File: src/hdl/bscu_pkg.sv
`timescale 1ns / 1ps

package bscu_pkg;

    // Store geometry.
    localparam int MAX_SAMPLES = 1024;
    localparam int ADDR_W      = $clog2(MAX_SAMPLES);

    // Fixed field widths.
    localparam int CNT_W  = 11;
    localparam int IDX_W  = 10;
    localparam int DATA_W = 32;
    localparam int RES_W  = 64;

    // Sum of up to MAX_SAMPLES values, its magnitude, and the band width.
    localparam int SUM_W = DATA_W + ADDR_W;
    localparam int MAG_W = SUM_W - 1;
    localparam int WID_W = DATA_W + 1;

    // The sum magnitude is multiplied in a low and a high slice.
    localparam int HI_W   = MAG_W - DATA_W;
    localparam int PROD_W = MAG_W + DATA_W;

    localparam logic [CNT_W-1:0] SAMPLE_COUNT_RST = CNT_W'(1024);

    // Request codes.
    localparam logic REQ_LOAD  = 1'b0;
    localparam logic REQ_QUERY = 1'b1;

    typedef enum logic [1:0] {
        SCAN_IDLE,
        SCAN_LO,
        SCAN_HI
    } t_scan_state;

    typedef enum logic [2:0] {
        MUL_IDLE,
        MUL_LO,
        MUL_HI,
        MUL_SAT,
        MUL_OUT
    } t_mul_state;

    // Handoff from the scan sequencer to the multiply unit.
    typedef struct packed {
        logic                    go;
        logic signed [SUM_W-1:0] sum;
        logic signed [WID_W-1:0] width;
    } t_mul_req;

endpackage

File: src/hdl/bscu_mul.sv
`timescale 1ns / 1ps

module bscu_mul import bscu_pkg::*; (
    input  logic                    i_clk,
    input  logic                    i_rst_n,
    input  t_mul_req                i_req,
    output logic                    o_busy,
    output logic signed [RES_W-1:0] o_result,
    output logic                    o_valid
);

    t_mul_state r_state, n_state;

    logic [MAG_W-1:0]       r_a, n_a;
    logic [DATA_W-1:0]      r_b, n_b;
    logic                   r_neg, n_neg;
    logic [2*DATA_W-1:0]    r_p0, n_p0;
    logic [HI_W+DATA_W-1:0] r_p1, n_p1;
    logic [RES_W-1:0]       r_mag, n_mag;
    logic [RES_W-1:0]       r_result, n_result;
    logic                   r_valid, n_valid;

    logic [DATA_W-1:0]       mul_a;
    logic [2*DATA_W-1:0]     mul_p;
    logic [SUM_W-1:0]        sum_abs;
    logic [WID_W-1:0]        width_abs;
    logic [PROD_W-1:0]       prod;
    logic [RES_W-1:0]        limit;

    // Magnitudes of the incoming operands.
    assign sum_abs   = i_req.sum[SUM_W-1] ? SUM_W'(-i_req.sum) : SUM_W'(i_req.sum);
    assign width_abs = i_req.width[WID_W-1] ? WID_W'(-i_req.width) : WID_W'(i_req.width);

    // The shared 32 by 32 multiplier takes the low slice, then the high slice.
    assign mul_a = (r_state == MUL_HI) ? DATA_W'(r_a[MAG_W-1:DATA_W]) : r_a[DATA_W-1:0];
    assign mul_p = mul_a * r_b;

    // Partial products joined, and the saturation limit for the sign.
    assign prod  = PROD_W'(r_p0) + {r_p1, {DATA_W{1'b0}}};
    assign limit = r_neg ? {1'b1, {(RES_W-1){1'b0}}} : {1'b0, {(RES_W-1){1'b1}}};

    always_ff @(posedge i_clk) begin
        if (!i_rst_n) begin
            r_state <= MUL_IDLE;
            r_valid <= 1'b0;
        end else begin
            r_state <= n_state;
            r_valid <= n_valid;
        end
    end

    always_ff @(posedge i_clk) begin
        r_a      <= n_a;
        r_b      <= n_b;
        r_neg    <= n_neg;
        r_p0     <= n_p0;
        r_p1     <= n_p1;
        r_mag    <= n_mag;
        r_result <= n_result;
    end

    // Sequencer over the multiply, saturate and sign steps.
    always_comb begin
        n_state  = r_state;
        n_a      = r_a;
        n_b      = r_b;
        n_neg    = r_neg;
        n_p0     = r_p0;
        n_p1     = r_p1;
        n_mag    = r_mag;
        n_result = r_result;
        n_valid  = 1'b0;

        case (r_state)
            MUL_IDLE: begin
                if (i_req.go) begin
                    n_a     = sum_abs[MAG_W-1:0];
                    n_b     = width_abs[DATA_W-1:0];
                    n_neg   = i_req.sum[SUM_W-1] ^ i_req.width[WID_W-1];
                    n_state = MUL_LO;
                end
            end

            MUL_LO: begin
                n_p0    = mul_p;
                n_state = MUL_HI;
            end

            MUL_HI: begin
                n_p1    = mul_p[HI_W+DATA_W-1:0];
                n_state = MUL_SAT;
            end

            MUL_SAT: begin
                n_mag   = (prod > PROD_W'(limit)) ? limit : prod[RES_W-1:0];
                n_state = MUL_OUT;
            end

            MUL_OUT: begin
                n_result = r_neg ? (RES_W'(0) - r_mag) : r_mag;
                n_valid  = 1'b1;
                n_state  = MUL_IDLE;
            end

            default: begin
                n_state = MUL_IDLE;
            end
        endcase
    end

    assign o_busy   = (r_state != MUL_IDLE);
    assign o_result = $signed(r_result);
    assign o_valid  = r_valid;

endmodule

File: config.mk
export PLATFORM = sky130hd
export DESIGN_NAME = bscu_mul
export DESIGN_NICKNAME = d
export VERILOG_FILES = /design/src/hdl/bscu_pkg.sv /design/src/hdl/bscu_mul.sv
export SDC_FILE = /design/constraint.sdc
export NUM_CORES = 2
export LEC_CHECK = 0
export BUFFER_PORTS_ARGS = -buffer_cell sky130_fd_sc_hd__buf_2
export CAP_MARGIN = 10
export CORE_ASPECT_RATIO = 0.8
export CORE_MARGIN = 2
export CORE_UTILIZATION = 60
export DETAILED_ROUTE_END_ITERATION = 10
export HOLD_SLACK_MARGIN = 0.15
export PLACE_DENSITY = 0.76
export REMOVE_ABC_BUFFERS = 1
export SLEW_MARGIN = 25
export SYNTH_ARGS = -nofsm -noshare
export SYNTH_HDL_FRONTEND = slang
export SYNTH_SLANG_ARGS = --single-unit
File: constraint.sdc
create_clock -name i_clk -period 10.3 [get_ports i_clk]
set_input_delay 0 -clock i_clk [delete_from_list [all_inputs] [get_ports i_clk]]
set_output_delay 0 -clock i_clk [all_outputs]
set_load 0.01 [all_outputs]
; Word-level counts from Yosys, hierarchy flattened
; Index checks and enable logic that the tools add are counted.
[word_totals]
reg_bits = 311
input_bits = 78
out_inout_bits = 66
elab_cells = 33
[classes]
add_sub_neg = 4
multipliers = 1
order_cmp = 1
eq_ne = 5
mux = 9
bitwise = 1
reduce_logical = 3
[op_table]
columns = operator, count
row1 = $mux 64, 3
row2 = $add 64x73->73, 1
row3 = $gt 73x64->1, 1
row4 = $mul 32x32->64, 1
row5 = $mux 32, 2
row6 = $sub 1x64->64 const A, 1
row7 = $mux 41, 1
row8 = $neg 41->41, 1
row9 = $neg 32->32, 1
row10 = $pmux 3 s4, 1
row11 = $eq 3x2->1 const B, 2
row12 = $eq 3x1->1 const B, 1
row13 = $eq 3x3->1 const B, 1
row14 = $logic_not 3->1, 1
row15 = $mux 3, 1
row16 = $reduce_bool 3->1, 1
row17 = $ne 2x2->1 const B, 1
row18 = $reduce_and 2->1, 1
row19 = $mux 1, 1
row20 = $xor 1x1->1, 1

; Depth between registers and ports, before layout
[depth]
ltp_word = 3
depth_mapped = 33
ltp_nobuf = 30

; Least setup slack after synthesis
; OpenSTA, ideal clock, no wires.
[synth_path]
path_kind = reg-to-reg
from = reg r_state[1]
to = reg r_p0[59] (data pin)
arrival_ns = 9.781
required_ns = 10.037
setup_slack_ns = 0.256
path_stages_with_launch = 31
period_less_slack_ns = 10.044
path_cell_list = dfxtp_1 nor3b_1 clkbuf_1 nor2b_1 clkbuf_1 and2_1 fa_1 inv_1 fa_1 fa_1 fa_1 inv_1 fa_1 inv_1 fa_1 inv_1 fa_1 inv_1 fa_1 inv_1 ha_1 clkbuf_1 nand4_1 or4_1 a31o_2 and2_1 o41ai_1 a2bb2oi_1 a31o_2 a41oi_1 xnor2_1
[synth_between]
elab_chain_cells = 3
[synth_rtl]
columns = element, line_no
row1 = start: declaration, bscu_mul.sv:12  ; t_mul_state r_state, n_state;
row2 = start signal: assignment, bscu_mul.sv:47  ; r_state <= n_state;
row3 = $eq 3x2->1, bscu_mul.sv:35  ; assign mul_a = (r_state == MUL_HI) ? DATA_W'(r_a[MAG_W-1:DATA_W]) : r_a[DATA_W-1:0];
row4 = $mux 32, bscu_mul.sv:35
row5 = $mul 32x32->64, bscu_mul.sv:36  ; assign mul_p = mul_a * r_b;
row6 = net mul_p[59], bscu_mul.sv:24  ; logic [2*DATA_W-1:0] mul_p;
row7 = end signal: assignment, bscu_mul.sv:56  ; r_p0 <= n_p0;
row8 = end: declaration, bscu_mul.sv:17  ; logic [2*DATA_W-1:0] r_p0, n_p0;
; The timed path passes the listed nets, and every way through them passes these cells.
; A chain may end at the register's enable or synchronous reset.

; Worst setup path in the final report
; Ends and elaborated chain as after synthesis.

==> results.toml <==
[route]
drtPass1Iterations = 6
avgViaCountPerCell = 5.91
wl_per_cell_um = 22.2
met1Wirelength_um = 56700
routed-wl-met2_um = 62400
num_vias = 37658
wirelength_um = 141000
antenna_left = 0
drtIter0Drc = 3828
drc_errors = 0
top_layer = "met5"
dr_wl_met3_um = 16700

[synthesis]
ys.flop_type = "edfxtp_1"
synth.avg_cell_area_um2 = 9.84
async_reset_ff_share_pct = 0
synth_cells = 5094
synthTopCellsByArea = "fa_1, edfxtp_1, ha_1"
synth_edf_count = 307
syn-cell-area_um2 = 50100
synth_top_area_cell = "fa_1"
synth_cell_type_count = 77
yosys_warnings = 0
ys_seq_elements = 311
synth.top_cell.area_share_pct = 35.8
ys_seq_area_share_pct = 18.6

[floorplanning]
num_rows = 94
io_pins = 144
start_util_pct = 60.8
die_x_um = 327
die_h_um = 263
core_um2 = 82400
dieArea_um2 = 85900

[global_routing]
grt_pass1_wl_um = 222000
grt_start_max_net_pins = 75
grt_pass1_vias = 39236
antenna_found_initial = 19
track_usage_pct = 33.5
grt_overflow = 0

[run_status]
outcome = "finished clean"

[worst_setup_path]
worstPathMaxFanout = 27
slowest_delay_ps = 730
reg2regPathDepth = 28
reg2reg_from = "r_state[1]$_SDFFE_PN0P_"
slowest_stage = "o41ai_1"
crit_start = "r_state[1]$_SDFFE_PN0P_"
crit_type = "reg -> reg"
crit_path_end = "r_p0[59]$_DFFE_PP_"
worst_ep_required_time_ps = 10660
critical_path.most_common_cell = "fa_1"
setup.worst_path.end_class = "register"
cp.arrival_ps = 10120
rrSetupSlack_ps = 540
reg2reg_to = "r_p0[59]$_DFFE_PP_"
start_kind = "register"

[clocking]
numCtsBuffers = 29
cts_sinks = 311
cts_tree = "done"
htree_levels = 1
clk_pin_slew_ps = 80
postCtsSetupBuffers = 0
clock_path_buffers = 3
cts_root_buf = "clkbuf_16"
post_cts_resize_count = 0
clk_latency_ps = 610

[layout]
final_cell_mix = "inv_1, fa_1, and2_1"
area_growth_pct = 8.91
final_common_cell = "inv_1"
layout-drive-gt1-share_pct = 8.01
fin_cells = 6371
fin_nets = 6573

[timing]
worst_pin_slew_ps = 1120
setup_viol = 0
fin_setup_tns_ps = 0
relSlewSlack_pct = 25.4
fin_worst_skew_ps = 20.1
rsz0062_at_grt = "no"
fmax_mhz = 102
finalCriticalPeriod_ps = 9760
finalHoldViolations = 0
finalCritPeriodShare_pct = 94.7
maxSlewViolCount = 0
worst_hold_slack_ps = 184

[placement]
place.gp.congestion = 0.992
io_buffers = 143
dp.cells = 6175
dpl.hpwl_um = 110000

[job]
cap_violations = 0

[min_path]
hold_path.class = "in -> reg"
## how the worst min path moves through the flow
stage / startpoint / end / depth (start not counted)
floorplan: i_req[33] / r_a[0]$_DFFE_PP_ / 0
finish: i_rst_n / r_state[2]$_SDFFE_PN0P_ / 3
CTS: i_req[32] / r_b[6]$_DFFE_PP_ / 3
global placement: i_req[0] / r_b[0]$_DFFE_PP_ / 1
detailed placement: i_req[0] / r_b[0]$_DFFE_PP_ / 1
global route: i_req[34] / r_a[1]$_DFFE_PP_ / 3
## metrics by stage
stage | setup slack, ps | util [%] | area (µm²)
floorplan | -4390 | - | 49100
global placement | 734 | 63.2 | 52100
detailed placement | 613 | 63.2 | 52100
CTS | 604 | 66.1 | 54500
global route | 137 | 66.2 | 54600
finish | 542 | 66.2 | 54600
## registers in the layout, summed over array words and instances, names as in the netlist
name / flops
r_p0: 64
r_neg: 1
r_state: 3
r_p1: 41
r_b: 32
r_mag: 64
r_a: 41
o_result: 64
o_valid: 1
## critical path: cells and delay by family, from the launching register on
family / cells / cell delay (ps)
AO/OA/AOI/OAI: 5 / 1740
XOR/XNOR: 1 / 150
adder cells (fa/ha/maj): 9 / 4230
buffers and inverters: 6 / 760
flip-flops: 1 / 460
multiplexers: 1 / 640
AND/OR/NAND/NOR: 6 / 1490
## cell usage after synthesis, types with 7 or more instances
| cell type | count |
|---|---|
| or4_1 | 21 |
| and4_1 | 8 |
| o21ai_1 | 7 |
| mux2_2 | 9 |
| and2_1 | 611 |
| and3_1 | 13 |
| o41ai_1 | 14 |
| nor3_1 | 32 |
| nand2b_1 | 17 |
| a211oi_1 | 18 |
| or2_2 | 9 |
| a21o_1 | 51 |
| clkbuf_1 | 260 |
| nor3b_1 | 8 |
| a31o_1 | 9 |
| or3_1 | 19 |
| ha_1 | 362 |
| nand2_1 | 582 |
| a31o_2 | 53 |
| a21oi_1 | 142 |
| nand3_1 | 40 |
| nand4_1 | 38 |
| buf_2 | 9 |
| o21bai_1 | 15 |
| nor2_1 | 82 |
| edfxtp_1 | 307 |
| xor2_1 | 52 |
| nor2b_1 | 30 |
| o21a_1 | 19 |
| inv_1 | 908 |
| o21ai_0 | 105 |
| xnor2_1 | 175 |
| fa_1 | 897 |
| o31ai_1 | 37 |
| nor4_1 | 20 |
| o211ai_1 | 10 |
| a31oi_1 | 17 |
## timing repair
item	CTS	global route
setup endpoints to repair	0	0
hold buffers	129	0
endpoints found under the hold margin	76	0
## logic make-up (layout without fill, tap and decap cells)
family | Yosys count | after routing | synth area share (%)
compound gates | 555 | 555 | 7.41
xor+xnor | 227 | 227 | 3.97
fa+ha+maj | 1259 | 1259 | 44.9
buf+inv | 1180 | 1345 | 8.86
flops | 311 | 311 | 18.6
mux | 11 | 11 | 0.242
other cells | 0 | 8 | 0
simple gates | 1551 | 1551 | 16.1
## routing by layer
metal | GRT usage (%) | vias up
met5 | 0 | -
met4 | 10.8 | 8
met3 | 8.36 | 349
met2 | 50.8 | 2048
met1 | 47.5 | 18917
li1 | - | 16336
## final cells by class
cell class	instances	area, µm²
tap	1104	1380
clock inverter	19	330
fill	6350	27900
inverter	908	3410
clock buffer	35	758
antenna	8	20.0
multi-input combinational	3603	36500
timing repair buffer	383	2910
sequential	311	9300
Power is not shown: default switching activity piles up to over one toggle a cycle in this logic, so the estimate is an artifact.
